### src/hw/rtl/imudr_pkg.sv
// Shared types, constants and helpers of the IMU dead-reckoning step unit.
package imudr_pkg;

    // Angle format and phase extraction
    localparam int ANGLE_FRAC = 12;
    localparam int PH_LSB     = 34 + ANGLE_FRAC;

    // Digit-serial multiplier geometry
    localparam int XW   = 41;
    localparam int YW   = 68;
    localparam int ACCW = 47;
    localparam int SUMW = ACCW + 1;
    localparam int PW   = ACCW + YW;

    localparam logic [15:0] CAL_RESET       = 16'd300;
    localparam logic [63:0] TWO_OVER_PI_Q64 = 64'hA2F9_836E_4E44_152A;

    // Sine polynomial coefficients, Q2.30
    localparam logic [31:0] K1 = 32'd1686629713;
    localparam logic [31:0] K3 = 32'd693598668;
    localparam logic [31:0] K5 = 32'd85569306;
    localparam logic [31:0] K7 = 32'd5026995;
    localparam logic [31:0] K9 = 32'd172272;

    typedef struct packed {
        logic signed [15:0] accel_x;
        logic signed [15:0] accel_y;
        logic signed [15:0] accel_z;
        logic signed [15:0] gyro_x;
        logic signed [15:0] gyro_y;
        logic signed [15:0] gyro_z;
    } imu_sample_t;

    typedef struct packed {
        logic signed [47:0] pos_x;
        logic signed [47:0] pos_y;
        logic signed [47:0] pos_z;
    } imu_pos_t;

    // Multiplier operand length: 4, 9 or 17 digits of the Y operand
    typedef enum logic [1:0] {
        MUL_SHORT,
        MUL_MID,
        MUL_LONG
    } mul_mode_t;

    // Q1.15 operands of the rotation matrix products
    typedef enum logic [2:0] {
        Q_SP,
        Q_CP,
        Q_SR,
        Q_CR,
        Q_SY,
        Q_CY,
        Q_SPC,
        Q_SPS
    } q15_src_t;

    typedef struct packed {
        q15_src_t a;
        q15_src_t b;
    } mat_op_t;

    // Index of the last digit for each operand length
    function automatic logic [4:0] last_digit(input mul_mode_t mode);
        logic [4:0] r;
        unique case (mode)
            MUL_SHORT: r = 5'd3;
            MUL_MID:   r = 5'd8;
            MUL_LONG:  r = 5'd16;
            default:   r = 5'd3;
        endcase
        return r;
    endfunction

    // Horner coefficient taken after each polynomial step
    function automatic logic [31:0] horner_k(input logic [2:0] step);
        logic [31:0] r;
        unique case (step)
            3'd1:    r = K7;
            3'd2:    r = K5;
            3'd3:    r = K3;
            3'd4:    r = K1;
            default: r = '0;
        endcase
        return r;
    endfunction

    // Product schedule of the rotation matrix
    function automatic mat_op_t mat_op(input logic [3:0] idx);
        mat_op_t r;
        unique case (idx)
            4'd0:    r = '{a: Q_CY,  b: Q_SP};
            4'd1:    r = '{a: Q_SY,  b: Q_SP};
            4'd2:    r = '{a: Q_CY,  b: Q_CP};
            4'd3:    r = '{a: Q_SPC, b: Q_SR};
            4'd4:    r = '{a: Q_SY,  b: Q_CR};
            4'd5:    r = '{a: Q_SPC, b: Q_CR};
            4'd6:    r = '{a: Q_SY,  b: Q_SR};
            4'd7:    r = '{a: Q_SY,  b: Q_CP};
            4'd8:    r = '{a: Q_SPS, b: Q_SR};
            4'd9:    r = '{a: Q_CY,  b: Q_CR};
            4'd10:   r = '{a: Q_SPS, b: Q_CR};
            4'd11:   r = '{a: Q_CY,  b: Q_SR};
            4'd12:   r = '{a: Q_CP,  b: Q_SR};
            4'd13:   r = '{a: Q_CP,  b: Q_CR};
            default: r = '{a: Q_SP,  b: Q_SP};
        endcase
        return r;
    endfunction

    function automatic logic [31:0] abs32(input logic signed [31:0] v);
        return v[31] ? (32'd0 - v) : v;
    endfunction

    function automatic logic signed [39:0] sat40(input logic signed [41:0] v);
        logic signed [39:0] r;
        if (v[41:39] == 3'b000 || v[41:39] == 3'b111) begin
            r = v[39:0];
        end else begin
            r = v[41] ? {1'b1, 39'd0} : {1'b0, {39{1'b1}}};
        end
        return r;
    endfunction

    function automatic logic signed [31:0] sat32(input logic signed [33:0] v);
        logic signed [31:0] r;
        if (v[33:31] == 3'b000 || v[33:31] == 3'b111) begin
            r = v[31:0];
        end else begin
            r = v[33] ? {1'b1, 31'd0} : {1'b0, {31{1'b1}}};
        end
        return r;
    endfunction

    function automatic logic signed [47:0] sat48(input logic signed [49:0] v);
        logic signed [47:0] r;
        if (v[49:47] == 3'b000 || v[49:47] == 3'b111) begin
            r = v[47:0];
        end else begin
            r = v[49] ? {1'b1, 47'd0} : {1'b0, {47{1'b1}}};
        end
        return r;
    endfunction

endpackage

### src/hw/rtl/imu_dead_reckoning_step_unit.sv
// IMU dead-reckoning step: calibration, attitude and position integration.
//
//  channel  direction  beat                      handshake
//  s_       in         imu_sample_t (6 x 16 bit) s_valid / s_ready
//  m_       out        imu_pos_t (3 x 48 bit)    m_valid / m_ready
//  cfg_     in         calibration_count, 16 bit cfg_valid / cfg_ready
//
// A calibration beat is summed in ST_IDLE; the beat that ends calibration adds a
// bit-serial division pass (six 32-step divisions).
// A run beat uses the single 4-bit digit-serial multiplier,
// shared by the phase, sine/cosine, matrix and rotation products.
// Synchronous active-low reset; cfg_ready is always high.
// A finished result waits in the output register while the next beat is taken;
// the final write-back stalls only if that register is still full.
module imu_dead_reckoning_step_unit (
    input  logic                   aclk,
    input  logic                   aresetn,
    input  logic                   s_valid,
    output logic                   s_ready,
    input  imudr_pkg::imu_sample_t s_data,
    output logic                   m_valid,
    input  logic                   m_ready,
    output imudr_pkg::imu_pos_t    m_data,
    input  logic                   cfg_valid,
    output logic                   cfg_ready,
    input  logic [15:0]            cfg_data
);
    import imudr_pkg::*;

    typedef enum logic [6:0] {
        ST_IDLE  = 7'b0000001,
        ST_DIV   = 7'b0000010,
        ST_PHASE = 7'b0000100,
        ST_TRIG  = 7'b0001000,
        ST_MAT   = 7'b0010000,
        ST_MV    = 7'b0100000,
        ST_EMIT  = 7'b1000000
    } state_t;

    state_t state_reg, state_next;

    // Calibration and integration state
    logic [15:0]        cal_count_reg;
    logic               cal_done_reg;
    logic [15:0]        seen_cnt_reg;
    logic signed [31:0] sum_reg [6];
    logic signed [15:0] off_reg [6];
    logic signed [39:0] vel_reg [3];
    logic signed [31:0] ang_reg [3];
    logic signed [47:0] pos_reg [3];

    // Divider
    logic [2:0]  div_axis_reg;
    logic [4:0]  div_bit_reg;
    logic [15:0] div_rem_reg;
    logic [31:0] div_dvd_reg;
    logic [15:0] div_n_reg;

    // Sine / cosine
    logic [1:0]         ang_idx_reg;
    logic               cs_reg;
    logic [2:0]         step_reg;
    logic [31:0]        phase_reg;
    logic [30:0]        u2_reg;
    logic [31:0]        p_reg;
    logic signed [15:0] sin_reg [3];
    logic signed [15:0] cos_reg [3];

    // Matrix and rotation
    logic [3:0]         mat_idx_reg;
    logic signed [15:0] prd_reg [14];
    logic [1:0]         row_reg;
    logic [1:0]         col_reg;
    logic signed [59:0] sacc_reg;

    logic     m_valid_reg;
    imu_pos_t m_data_reg;

    // Combinational
    logic signed [15:0] samp [6];
    logic signed [31:0] sum_next [6];
    logic signed [39:0] vel_upd [3];
    logic signed [31:0] ang_upd [3];
    logic [16:0]        n_cnt;
    logic               cal_end;

    logic [16:0] div_rem_t;
    logic        div_ge;
    logic [16:0] div_rem_sub;
    logic [31:0] div_q;
    logic [31:0] div_q_s;
    logic [2:0]  div_axis_nx;

    logic signed [31:0] ang_sel;
    logic [31:0]        ph_raw;
    logic [31:0]        ph_eff;
    logic [30:0]        u_val;
    logic [31:0]        res30;
    logic [32:0]        fin_sum;
    logic [17:0]        fin_sh;
    logic [15:0]        fin_mag;
    logic signed [15:0] trig_val;

    mat_op_t            mop;
    logic signed [15:0] src_a;
    logic signed [15:0] src_b;
    logic signed [17:0] m_sel;
    logic signed [59:0] mv_sum;
    logic signed [59:0] mv_shift;
    logic signed [47:0] pos_sat;

    logic                 mul_req;
    mul_mode_t            mul_mode;
    logic signed [XW-1:0] mul_x;
    logic [YW-1:0]        mul_y;
    logic                 mul_done;
    logic signed [PW-1:0] mul_prod;

    assign s_ready   = (state_reg == ST_IDLE);
    assign cfg_ready = 1'b1;
    assign m_valid   = m_valid_reg;
    assign m_data    = m_data_reg;

    // Sample unpacking, calibration sums and accumulator updates
    always_comb begin
        samp[0] = s_data.accel_x;
        samp[1] = s_data.accel_y;
        samp[2] = s_data.accel_z;
        samp[3] = s_data.gyro_x;
        samp[4] = s_data.gyro_y;
        samp[5] = s_data.gyro_z;
        for (int i = 0; i < 6; i++) begin
            sum_next[i] = sum_reg[i] + 32'(samp[i]);
        end
        for (int i = 0; i < 3; i++) begin
            vel_upd[i] = sat40(42'(vel_reg[i]) + 42'(samp[i]) - 42'(off_reg[i]));
            ang_upd[i] = sat32(34'(ang_reg[i]) + 34'(samp[i+3]) - 34'(off_reg[i+3]));
        end
        n_cnt   = {1'b0, seen_cnt_reg} + 17'd1;
        cal_end = (n_cnt >= {1'b0, cal_count_reg});
    end

    // Restoring divider step, one quotient bit a cycle
    always_comb begin
        div_rem_t   = {div_rem_reg, div_dvd_reg[31]};
        div_ge      = (div_rem_t >= {1'b0, div_n_reg});
        div_rem_sub = div_rem_t - {1'b0, div_n_reg};
        div_q       = {div_dvd_reg[30:0], div_ge};
        div_q_s     = sum_reg[div_axis_reg][31] ? (32'd0 - div_q) : div_q;
        div_axis_nx = (div_axis_reg == 3'd5) ? 3'd0 : div_axis_reg + 3'd1;
    end

    // Phase, quadrant fold and sine rounding
    always_comb begin
        ang_sel  = ang_reg[ang_idx_reg];
        ph_raw   = mul_prod[PH_LSB+31:PH_LSB];
        ph_eff   = phase_reg + (cs_reg ? 32'h4000_0000 : 32'd0);
        u_val    = ph_eff[30] ? (31'h4000_0000 - {1'b0, ph_eff[29:0]})
                              : {1'b0, ph_eff[29:0]};
        res30    = mul_prod[61:30];
        fin_sum  = {1'b0, res30} + 33'd16384;
        fin_sh   = fin_sum[32:15];
        fin_mag  = (fin_sh > 18'd32767) ? 16'd32767 : fin_sh[15:0];
        trig_val = ph_eff[31] ? (16'sd0 - $signed(fin_mag)) : $signed(fin_mag);
    end

    // Matrix product operands
    always_comb begin
        mop = mat_op(mat_idx_reg);
        unique case (mop.a)
            Q_SP:    src_a = sin_reg[0];
            Q_CP:    src_a = cos_reg[0];
            Q_SR:    src_a = sin_reg[1];
            Q_CR:    src_a = cos_reg[1];
            Q_SY:    src_a = sin_reg[2];
            Q_CY:    src_a = cos_reg[2];
            Q_SPC:   src_a = prd_reg[0];
            Q_SPS:   src_a = prd_reg[1];
            default: src_a = '0;
        endcase
        unique case (mop.b)
            Q_SP:    src_b = sin_reg[0];
            Q_CP:    src_b = cos_reg[0];
            Q_SR:    src_b = sin_reg[1];
            Q_CR:    src_b = cos_reg[1];
            Q_SY:    src_b = sin_reg[2];
            Q_CY:    src_b = cos_reg[2];
            Q_SPC:   src_b = prd_reg[0];
            Q_SPS:   src_b = prd_reg[1];
            default: src_b = '0;
        endcase
    end

    // Rotation matrix element for the current row and column
    always_comb begin
        unique case ({row_reg, col_reg})
            4'b0000: m_sel = 18'(prd_reg[2]);
            4'b0001: m_sel = 18'(prd_reg[3]) - 18'(prd_reg[4]);
            4'b0010: m_sel = 18'(prd_reg[5]) + 18'(prd_reg[6]);
            4'b0100: m_sel = 18'(prd_reg[7]);
            4'b0101: m_sel = 18'(prd_reg[8]) + 18'(prd_reg[9]);
            4'b0110: m_sel = 18'(prd_reg[10]) - 18'(prd_reg[11]);
            4'b1000: m_sel = 18'sd0 - 18'(sin_reg[0]);
            4'b1001: m_sel = 18'(prd_reg[12]);
            4'b1010: m_sel = 18'(prd_reg[13]);
            default: m_sel = '0;
        endcase
        mv_sum   = sacc_reg + 60'(mul_prod);
        mv_shift = mv_sum >>> 15;
        pos_sat  = sat48(50'(pos_reg[row_reg]) + 50'(mv_shift));
    end

    // Multiplier operand selection
    always_comb begin
        mul_req  = 1'b0;
        mul_mode = MUL_SHORT;
        mul_x    = '0;
        mul_y    = '0;
        unique case (state_reg)
            ST_PHASE: begin
                mul_req  = 1'b1;
                mul_mode = MUL_LONG;
                mul_x    = $signed(XW'(abs32(ang_sel)));
                mul_y    = YW'(TWO_OVER_PI_Q64);
            end
            ST_TRIG: begin
                mul_req  = 1'b1;
                mul_mode = MUL_MID;
                mul_x    = (step_reg == 3'd0 || step_reg == 3'd5) ? $signed(XW'(u_val))
                                                                  : $signed(XW'(u2_reg));
                if (step_reg == 3'd0) begin
                    mul_y = YW'(u_val);
                end else if (step_reg == 3'd1) begin
                    mul_y = YW'(K9);
                end else begin
                    mul_y = YW'(p_reg);
                end
            end
            ST_MAT: begin
                mul_req  = 1'b1;
                mul_mode = MUL_SHORT;
                mul_x    = XW'(src_a);
                mul_y    = YW'(src_b);
            end
            ST_MV: begin
                mul_req  = 1'b1;
                mul_mode = MUL_MID;
                mul_x    = XW'(vel_reg[col_reg]);
                mul_y    = YW'(m_sel);
            end
            default: begin
                mul_req = 1'b0;
            end
        endcase
    end

    imudr_serial_mul u_mul (
        .aclk    (aclk),
        .aresetn (aresetn),
        .req     (mul_req),
        .mode    (mul_mode),
        .x       (mul_x),
        .y       (mul_y),
        .done    (mul_done),
        .product (mul_prod)
    );

    // Sequencer next state
    always_comb begin
        state_next = state_reg;
        unique case (state_reg)
            ST_IDLE: begin
                if (s_valid) begin
                    if (cal_done_reg) begin
                        state_next = ST_PHASE;
                    end else if (cal_end) begin
                        state_next = ST_DIV;
                    end
                end
            end
            ST_DIV: begin
                if (div_bit_reg == 5'd31 && div_axis_reg == 3'd5) begin
                    state_next = ST_IDLE;
                end
            end
            ST_PHASE: begin
                if (mul_done) begin
                    state_next = ST_TRIG;
                end
            end
            ST_TRIG: begin
                if (mul_done && step_reg == 3'd5 && cs_reg) begin
                    state_next = (ang_idx_reg == 2'd2) ? ST_MAT : ST_PHASE;
                end
            end
            ST_MAT: begin
                if (mul_done && mat_idx_reg == 4'd13) begin
                    state_next = ST_MV;
                end
            end
            ST_MV: begin
                if (mul_done && col_reg == 2'd2 && row_reg == 2'd2) begin
                    state_next = ST_EMIT;
                end
            end
            ST_EMIT: begin
                if (!m_valid_reg || m_ready) begin
                    state_next = ST_IDLE;
                end
            end
            default: state_next = ST_IDLE;
        endcase
    end

    // Registers
    always_ff @(posedge aclk) begin
        if (!aresetn) begin
            state_reg     <= ST_IDLE;
            cal_count_reg <= CAL_RESET;
            cal_done_reg  <= 1'b0;
            seen_cnt_reg  <= '0;
            for (int i = 0; i < 6; i++) begin
                sum_reg[i] <= '0;
                off_reg[i] <= '0;
            end
            for (int i = 0; i < 3; i++) begin
                vel_reg[i] <= '0;
                ang_reg[i] <= '0;
                pos_reg[i] <= '0;
            end
            div_axis_reg <= '0;
            div_bit_reg  <= '0;
            ang_idx_reg  <= '0;
            cs_reg       <= 1'b0;
            step_reg     <= '0;
            mat_idx_reg  <= '0;
            row_reg      <= '0;
            col_reg      <= '0;
            m_valid_reg  <= 1'b0;
        end else begin
            state_reg <= state_next;
            if (cfg_valid) begin
                cal_count_reg <= cfg_data;
            end
            if (m_valid_reg && m_ready) begin
                m_valid_reg <= 1'b0;
            end

            unique case (state_reg)
                // Take a beat: sum during calibration, else integrate
                ST_IDLE: begin
                    if (s_valid) begin
                        if (!cal_done_reg) begin
                            for (int i = 0; i < 6; i++) begin
                                sum_reg[i] <= sum_next[i];
                            end
                            seen_cnt_reg <= n_cnt[15:0];
                            if (cal_end) begin
                                cal_done_reg <= 1'b1;
                                div_axis_reg <= '0;
                                div_bit_reg  <= '0;
                                div_rem_reg  <= '0;
                                div_dvd_reg  <= abs32(sum_next[0]);
                                div_n_reg    <= n_cnt[15:0];
                            end
                        end else begin
                            for (int i = 0; i < 3; i++) begin
                                vel_reg[i] <= vel_upd[i];
                                ang_reg[i] <= ang_upd[i];
                            end
                            ang_idx_reg <= '0;
                        end
                    end
                end
                // Bias division, truncating toward zero
                ST_DIV: begin
                    div_rem_reg <= div_ge ? div_rem_sub[15:0] : div_rem_t[15:0];
                    div_dvd_reg <= div_q;
                    div_bit_reg <= div_bit_reg + 5'd1;
                    if (div_bit_reg == 5'd31) begin
                        off_reg[div_axis_reg] <= div_q_s[15:0];
                        div_axis_reg          <= div_axis_nx;
                        div_rem_reg           <= '0;
                        div_dvd_reg           <= abs32(sum_reg[div_axis_nx]);
                    end
                end
                ST_PHASE: begin
                    if (mul_done) begin
                        phase_reg <= ang_sel[31] ? (32'd0 - ph_raw) : ph_raw;
                        cs_reg    <= 1'b0;
                        step_reg  <= '0;
                    end
                end
                // Horner evaluation, sine then cosine of each angle
                ST_TRIG: begin
                    if (mul_done) begin
                        if (step_reg == 3'd0) begin
                            u2_reg   <= res30[30:0];
                            step_reg <= step_reg + 3'd1;
                        end else if (step_reg == 3'd5) begin
                            step_reg <= '0;
                            if (!cs_reg) begin
                                sin_reg[ang_idx_reg] <= trig_val;
                                cs_reg               <= 1'b1;
                            end else begin
                                cos_reg[ang_idx_reg] <= trig_val;
                                cs_reg               <= 1'b0;
                                ang_idx_reg          <= ang_idx_reg + 2'd1;
                                mat_idx_reg          <= '0;
                            end
                        end else begin
                            p_reg    <= horner_k(step_reg) - res30;
                            step_reg <= step_reg + 3'd1;
                        end
                    end
                end
                ST_MAT: begin
                    if (mul_done) begin
                        prd_reg[mat_idx_reg] <= mul_prod[30:15];
                        mat_idx_reg          <= mat_idx_reg + 4'd1;
                        if (mat_idx_reg == 4'd13) begin
                            row_reg  <= '0;
                            col_reg  <= '0;
                            sacc_reg <= '0;
                        end
                    end
                end
                // Rotate velocity row by row, add into position
                ST_MV: begin
                    if (mul_done) begin
                        if (col_reg == 2'd2) begin
                            pos_reg[row_reg] <= pos_sat;
                            sacc_reg         <= '0;
                            col_reg          <= '0;
                            row_reg          <= row_reg + 2'd1;
                        end else begin
                            sacc_reg <= mv_sum;
                            col_reg  <= col_reg + 2'd1;
                        end
                    end
                end
                ST_EMIT: begin
                    if (!m_valid_reg || m_ready) begin
                        m_valid_reg      <= 1'b1;
                        m_data_reg.pos_x <= pos_reg[0];
                        m_data_reg.pos_y <= pos_reg[1];
                        m_data_reg.pos_z <= pos_reg[2];
                    end
                end
                default: begin
                    m_valid_reg <= m_valid_reg;
                end
            endcase
        end
    end

endmodule

### src/hw/rtl/imudr_serial_mul.sv
// Digit-serial signed multiplier, four bits of the Y operand per cycle.
module imudr_serial_mul (
    input  logic                                 aclk,
    input  logic                                 aresetn,
    input  logic                                 req,
    input  imudr_pkg::mul_mode_t                 mode,
    input  logic signed [imudr_pkg::XW-1:0]      x,
    input  logic        [imudr_pkg::YW-1:0]      y,
    output logic                                 done,
    output logic signed [imudr_pkg::PW-1:0]      product
);
    import imudr_pkg::*;

    logic                   busy_reg;
    logic                   done_reg;
    logic [4:0]             cnt_reg;
    logic [4:0]             last_reg;
    mul_mode_t              mode_reg;
    logic signed [XW-1:0]   x_reg;
    logic [YW-1:0]          y_reg;
    logic signed [ACCW-1:0] acc_reg;
    logic [YW-1:0]          low_reg;

    logic                   start;
    logic                   last;
    logic signed [4:0]      digit;
    logic signed [XW+4:0]   term;
    logic signed [SUMW-1:0] sum;
    logic signed [ACCW-1:0] acc_next;

    assign start = req && !busy_reg && !done_reg;
    assign last  = (cnt_reg == last_reg);
    assign done  = done_reg;

    // One digit step: top digit is signed, the others unsigned
    always_comb begin
        digit    = last ? $signed({y_reg[3], y_reg[3:0]}) : $signed({1'b0, y_reg[3:0]});
        term     = x_reg * digit;
        sum      = SUMW'(acc_reg) + SUMW'(term);
        acc_next = ACCW'(sum >>> 4);
    end

    // Control
    always_ff @(posedge aclk) begin
        if (!aresetn) begin
            busy_reg <= 1'b0;
            done_reg <= 1'b0;
            cnt_reg  <= '0;
        end else begin
            done_reg <= 1'b0;
            if (start) begin
                busy_reg <= 1'b1;
                cnt_reg  <= '0;
            end else if (busy_reg) begin
                cnt_reg <= cnt_reg + 5'd1;
                if (last) begin
                    busy_reg <= 1'b0;
                    done_reg <= 1'b1;
                end
            end
        end
    end

    // Operand and partial product shift registers
    always_ff @(posedge aclk) begin
        if (start) begin
            x_reg    <= x;
            y_reg    <= y;
            mode_reg <= mode;
            last_reg <= last_digit(mode);
            acc_reg  <= '0;
            low_reg  <= '0;
        end else if (busy_reg) begin
            acc_reg <= acc_next;
            low_reg <= {sum[3:0], low_reg[YW-1:4]};
            y_reg   <= y_reg >> 4;
        end
    end

    // Product alignment by operand length
    always_comb begin
        unique case (mode_reg)
            MUL_LONG:  product = $signed({acc_reg, low_reg});
            MUL_MID:   product = PW'($signed({acc_reg, low_reg[YW-1 -: 36]}));
            MUL_SHORT: product = PW'($signed({acc_reg, low_reg[YW-1 -: 16]}));
            default:   product = '0;
        endcase
    end

endmodule
### config.mk
export PLATFORM = sky130hd
export DESIGN_NAME = imu_dead_reckoning_step_unit
export DESIGN_NICKNAME = d
export VERILOG_FILES = /design/src/hw/rtl/imudr_pkg.sv /design/src/hw/rtl/imu_dead_reckoning_step_unit.sv /design/src/hw/rtl/imudr_serial_mul.sv
export SDC_FILE = /design/constraint.sdc
export NUM_CORES = 2
export LEC_CHECK = 0
export ABC_AREA = 1
export BUFFER_PORTS_ARGS = -buffer_cell sky130_fd_sc_hd__buf_2
export CORE_MARGIN = 4
export CORE_UTILIZATION = 45
export CTS_BUF_LIST = sky130_fd_sc_hd__clkbuf_2
export DETAILED_ROUTE_END_ITERATION = 10
export GPL_TIMING_DRIVEN = 0
export HOLD_SLACK_MARGIN = 0.12
export PLACE_DENSITY_LB_ADDON = 0.2
export SETUP_SLACK_MARGIN = 0.02
export SLEW_MARGIN = 20
export SYNTH_ARGS = -nofsm -noshare
export SYNTH_HDL_FRONTEND = slang
export SYNTH_SLANG_ARGS = --single-unit
### constraint.sdc
create_clock -name aclk -period 32.2 [get_ports aclk]
set_input_delay 6.44 -clock aclk [delete_from_list [all_inputs] [get_ports aclk]]
set_output_delay 6.44 -clock aclk [all_outputs]
set_load 0.02 [all_outputs]
Word level (Yosys, flattened, before mapping)

Memories as Yosys holds them, arrays and structs flattened. A register that Yosys moved wholly into a read port is not among the register bits.
Index checks and enable logic that the tools add are counted.

Reductions and logical operators: 65
Order comparisons: 3
Add/subtract/negate cells: 46
Multipliers: 1
Bitwise logic cells: 17
Muxes and demuxes: 187
Equal/unequal tests: 72

Operators by type and width:

| operator                                          | count |
|---|---|
| 2-to-1 mux 32 bit                                 | 30 |
| 2-to-1 mux 40 bit                                 | 9 |
| one-hot mux 68 bit (4 select lines)               | 1 |
| one-hot mux 16 bit (8 select lines)               | 2 |
| 2-to-1 mux 60 bit                                 | 4 |
| one-hot mux 78 bit (3 select lines)               | 1 |
| adder 32 x 16 -> 32 bit                           | 6 |
| one-hot mux 41 bit (4 select lines)               | 1 |
| one-hot mux 18 bit (9 select lines)               | 1 |
| 2-to-1 mux 16 bit                                 | 9 |
| 2-to-1 mux 48 bit                                 | 3 |
| 2-to-1 mux 68 bit                                 | 2 |
| subtractor 1 x 32 -> 32 bit, first input constant | 4 |
| subtractor 41 x 16 -> 42 bit                      | 3 |
| one-hot mux 31 bit (4 select lines)               | 1 |
| adder 40 x 16 -> 41 bit                           | 3 |
| one-hot mux 60 bit (2 select lines)               | 1 |
| subtractor 33 x 16 -> 34 bit                      | 3 |
| adder 32 x 16 -> 33 bit                           | 3 |
| 2-to-1 mux 31 bit                                 | 3 |
| one-hot mux 32 bit (2 select lines)               | 1 |
| 2-to-1 mux 7 bit                                  | 9 |
| adder 60 bit                                      | 1 |
| equality test 3 bit, second input constant        | 18 |
| other kinds (73)                                  | 272 |

RAM bits: 968
Bits of input ports: 117
ROM bits: 80
Register bits: 516
Memories: 9
Output and inout bits: 147

Memories:

| memory      | depth | width | read ports | clocked after Yosys merged registers in | write ports | RTL line                           | text |
|---|---|---|---|---|---|---|---|
| prd_reg     | 14    | 16    | 14         | 0                                       | 1           | imu_dead_reckoning_step_unit.sv:71 | `logic signed [15:0] prd_reg [14];` |
| sum_reg     | 6     | 32    | 8          | 1                                       | 6           | imu_dead_reckoning_step_unit.sv:46 | `logic signed [31:0] sum_reg [6];` |
| pos_reg     | 3     | 48    | 4          | 4                                       | 3           | imu_dead_reckoning_step_unit.sv:50 | `logic signed [47:0] pos_reg [3];` |
| vel_reg     | 3     | 40    | 4          | 1                                       | 3           | imu_dead_reckoning_step_unit.sv:48 | `logic signed [39:0] vel_reg [3];` |
| ang_reg     | 3     | 32    | 4          | 1                                       | 3           | imu_dead_reckoning_step_unit.sv:49 | `logic signed [31:0] ang_reg [3];` |
| off_reg     | 6     | 16    | 6          | 0                                       | 6           | imu_dead_reckoning_step_unit.sv:47 | `logic signed [15:0] off_reg [6];` |
| +3 memories | n/a   | n/a   | n/a        | n/a                                     | n/a         | n/a                                |  |

Depth between registers and ports, before layout

Depth in word-level cells: 8
Gate-level depth with buffers: 45
Depth with buffers taken out: 39

By module

Synthesis repeated with hierarchy kept, for this count alone.

Cell total of the unflattened synthesis: 15156
Area, all modules: 123968.9 µm²

By module, submodules not included:

| module                       | seq. area each (µm²) | instances | area each (µm²) | cells an instance |
|---|---|---|---|---|
| imu_dead_reckoning_step_unit | 42951.2              | 1         | 104253.7        | 12494 |
| imudr_serial_mul             | 5785.5               | 1         | 19715.2         | 2662 |

Least setup slack after synthesis

No wires, ideal clock.

Path kind: input to register
From: in s_valid
To: mem ang_reg[0][0] (enable)
Library setup time: 1091 ps
Stages on the path: 4
Arrival: 21711 ps
Buffers on the path: 0
Slack: 9399 ps
Path through: inv_1 nor2_1 inv_1 o21ai_0

RTL lines:

| what        | RTL line                           | text |
|---|---|---|
| from (decl) | imu_dead_reckoning_step_unit.sv:18 | `input logic s_valid,` |
| to (decl)   | imu_dead_reckoning_step_unit.sv:49 |  |

==> key figures <==
Clocking
  • Worst skew pair latency: approximately 1.9 ns
  • Post_cts resized: 0
  • CTS clk-pin slew, worst paths: approximately 0.1 ns
  • CTS max path bufs: 4
  • # Post-CTS Setup Buffers: 0
  • Root buffer cell: clkbuf_2
  • CTS buffer count: between 400 and 500
  • CTS tree: yes
  • # clock sinks: 1680
  • H-tree lvl count: 5
  • Hold bufs inserted after CTS: 0

Die
  • Rows: around 190
  • Starting density of the core: 0.454
  • DIE AREA: 277000 um2
  • Chip height: approximately 530 um
  • Core area: between 200000 and 300000 um2
  • Top-level I/O count: between 200 and 300
  • Die span in x: 526 um

Timing
  • Max Freq: approximately 98 MHz
  • Final worst-path setup slack: around 22 ns
  • Final hold violation count: 0
  • Slew margin rel.: 0.158
  • Final setup viols: 0
  • Final slew viol count: 0
  • Final min period: slightly above 10 ns
  • RSZ-0062 raised after global routing: no
  • Setup Skew: ~0.23 ns
  • Tcrit/Tclk final: 0.316
  • Fin Setup TNS: 0 ns
  • Worst-margin pin slew: between 1 and 1.5 ns

Synthesis
  • Post-synth ARST share: 0
  • Post-synthesis cell area: 121000 um2
  • Post-synthesis sequential area ratio: 0.402
  • Main synth FF type: edfxtp_1
  • Post-Syn Nets: 15700
  • Number of synthesized register bits: between 1500 and 2000
  • Post-synth EDFFs: between 1000 and 1500
  • Synth Instances: ~14000
  • Syn_area_per_cell: 8.39 um2
  • Synth warn: 0
  • Unique masters post-synth: 72

Worst setup path
  • Setup CP Type: reg -> reg
  • Critical path's most frequent cell: nand2_1
  • Slowest cell on the critical path: o21ai_0
  • Critical path's largest stage delay: around 0.76 ns
  • Worst setup EP type: flip-flop
  • Arr. time, crit path: ~12 ns
  • Buffers & Inverters on Critical Path: 12
  • Critical path fanouts, max: 10
  • Critical path's top delay family: compound AO/OA/AOI/OAI gates
  • Worst Setup Start Kind: flip-flop
  • Req. time, crit path: between 30 and 40 ns

Final layout
  • Layout Nets: between 15000 and 20000
  • Max reg flops: approximately 220
  • Share of cells above drive strength 1: 0.0894
  • FILL cells: around 26000
  • Storage cell area: a little under 50000 um2
  • P&R area growth vs syn: 10.2%
  • Multi-input logic area: roughly 62000 um2

Min path
  • Hold Crit Class: reg -> reg

Global route
  • Initial antenna violation count: 40
  • Grt total ovfl: 0
  • Overall routing resource usage: 0.305
  • First-pass GRT wire length: between 600 and 700 mm
  • Largest net degree at the start of global routing: 53
  • Vias in the first global route: slightly above 100k

Power
  • P per Cell Area: between 60 and 70 nW/um2
  • LEAKAGE: around 60 nW
  • Max VDD drop: about 60 uV

Routing
  • Drt drc: 0
  • Vias per Instance: about 5.6
  • Drt first-iter violations: 12300
  • First-pass DRT Iterations: 8
  • Wirelength per Cell: roughly 23 um
  • Via count: 108000
  • WL final: approximately 440 mm
  • Number of routed nets with antenna violations: 0

Placed design
  • Post-detail-place hpwl: between 300 and 400 mm
  • Gp weighted congestion: 1.04
  • Place WS: 20.41 ns
  • Port Buf Inserts: between 200 and 300

Flow run
  • Maxcap violations: 0

Status
  • Outcome: finished, final reports clean
-- final timing paths --
check,end,slack [ns],cells past startpoint,from
max,pos_reg[2][34]$_SDFFCE_PN0P_,22.03,41,u_mul.mode_reg[1]$_DFFE_PP_
min,m_data[14]$_DFFE_PP_,0.40,0,pos_reg[2][14]$_SDFFCE_PN0P_
max reg2reg,pos_reg[2][34]$_SDFFCE_PN0P_,22.03,41,u_mul.mode_reg[1]$_DFFE_PP_
min reg2reg,m_data[14]$_DFFE_PP_,0.40,0,pos_reg[2][14]$_SDFFCE_PN0P_
-- cell usage in the layout, fill, tap and decap left out, types with 310 or more instances in the layout --
cell type and count:
a21oi_1 1277, clkbuf_2 642, edfxtp_1 1485, fa_1 397, ha_1 775, inv_1 2407
nand2_1 2465, nand3_1 519, nor2_1 1283, o21ai_0 1043, xor2_1 310
-- area by class of cell --
class | count | share of cell area
Antenna cell | 10 | 0.000188
Tap cell | 3533 | 0.0332
Sequential cell | 1680 | 0.364
Clock buffer | 633 | 0.0238
Timing Repair Buffer | 365 | 0.0238
Inverter | 2445 | 0.0690
Clock inverter | 196 | 0.00734
Multi-Input combinational cell | 9880 | 0.466
Buffer | 391 | 0.0119
-- Yosys cell counts, drive strengths merged, types with 32 or more instances --
master	number	share of area
nand4	128	0.0066
a22oi	51	0.0032
o31ai	71	0.0044
ha	775	0.080
o21ai	1064	0.044
a21oi	1283	0.053
xor2	311	0.023
a211oi	34	0.0021
o21a	129	0.0080
fa	397	0.066
xnor2	195	0.014
inv	2432	0.076
nor3	150	0.0063
clkbuf	320	0.010
nor2	1323	0.041
nor4	36	0.0019
dfxtp	195	0.032
a31oi	130	0.0067
o211ai	105	0.0065
edfxtp	1485	0.37
o22ai	132	0.0068
nand3	524	0.022
o21bai	55	0.0035
nand2	2517	0.079
or2	111	0.0058
o221ai	89	0.0066
a21o	32	0.0020
a21boi	48	0.0030
a221oi	37	0.0027
buf	71	0.0030
-- logic make-up after synthesis --
kind of cell | synth area share
buf+inv | 0.0890
xor+xnor | 0.0367
simple gates | 0.166
flops | 0.402
fa+ha+maj | 0.146
other cells | 0.0000311
compound gates | 0.160
-- worst register-to-register path, delay by kind of cell, from the launching register on --
kind	cells	cell delay [ns]
adders and majority gates	2	0.96
and+or+nand+nor	14	1.69
DFF	1	0.54
buffers and inverters	12	3.01
AOI/OAI and AO/OA	13	3.72
-- metal layers --
layer  vias up  track usage  part of all wire
met5         -            0           0.00033
met4        22        0.119             0.043
met3       926       0.0692              0.11
met2      5186        0.457              0.42
met1     51100        0.430              0.42
li1      50600            -                 -
-- power by group --
| group | switching [mW] | total (mW) | internal, mW | leakage, nW |
|---|---|---|---|---|
| Sequential | 0.188 | 2.88 | 2.69 | 15.9 |
| Clock | 0.998 | 1.59 | 0.589 | 3.11 |
| Combinational | 3.21 | 4.76 | 1.55 | 41.4 |
| Total | 4.40 | 9.22 | 4.83 | 60.4 |
-- stage by stage --
step | cell area, um2 | hold slack [ns] | util | power [mW] | instances
2_1_floorplan | 121000 | 0.417 | - | 6.11 | 14400
3_3_place_gp | 126000 | 0.430 | 0.475 | 7.50 | 18200
3_5_place_dp | 129000 | 0.434 | 0.484 | 7.56 | 18300
4_1_cts | 133000 | 0.438 | 0.500 | 9.15 | 19100
5_1_grt | 133000 | 0.458 | 0.500 | 9.90 | 19100
6_report | 133000 | 0.404 | 0.500 | 9.22 | 19100
No activity file was read; power rests on OpenSTA's default activity.
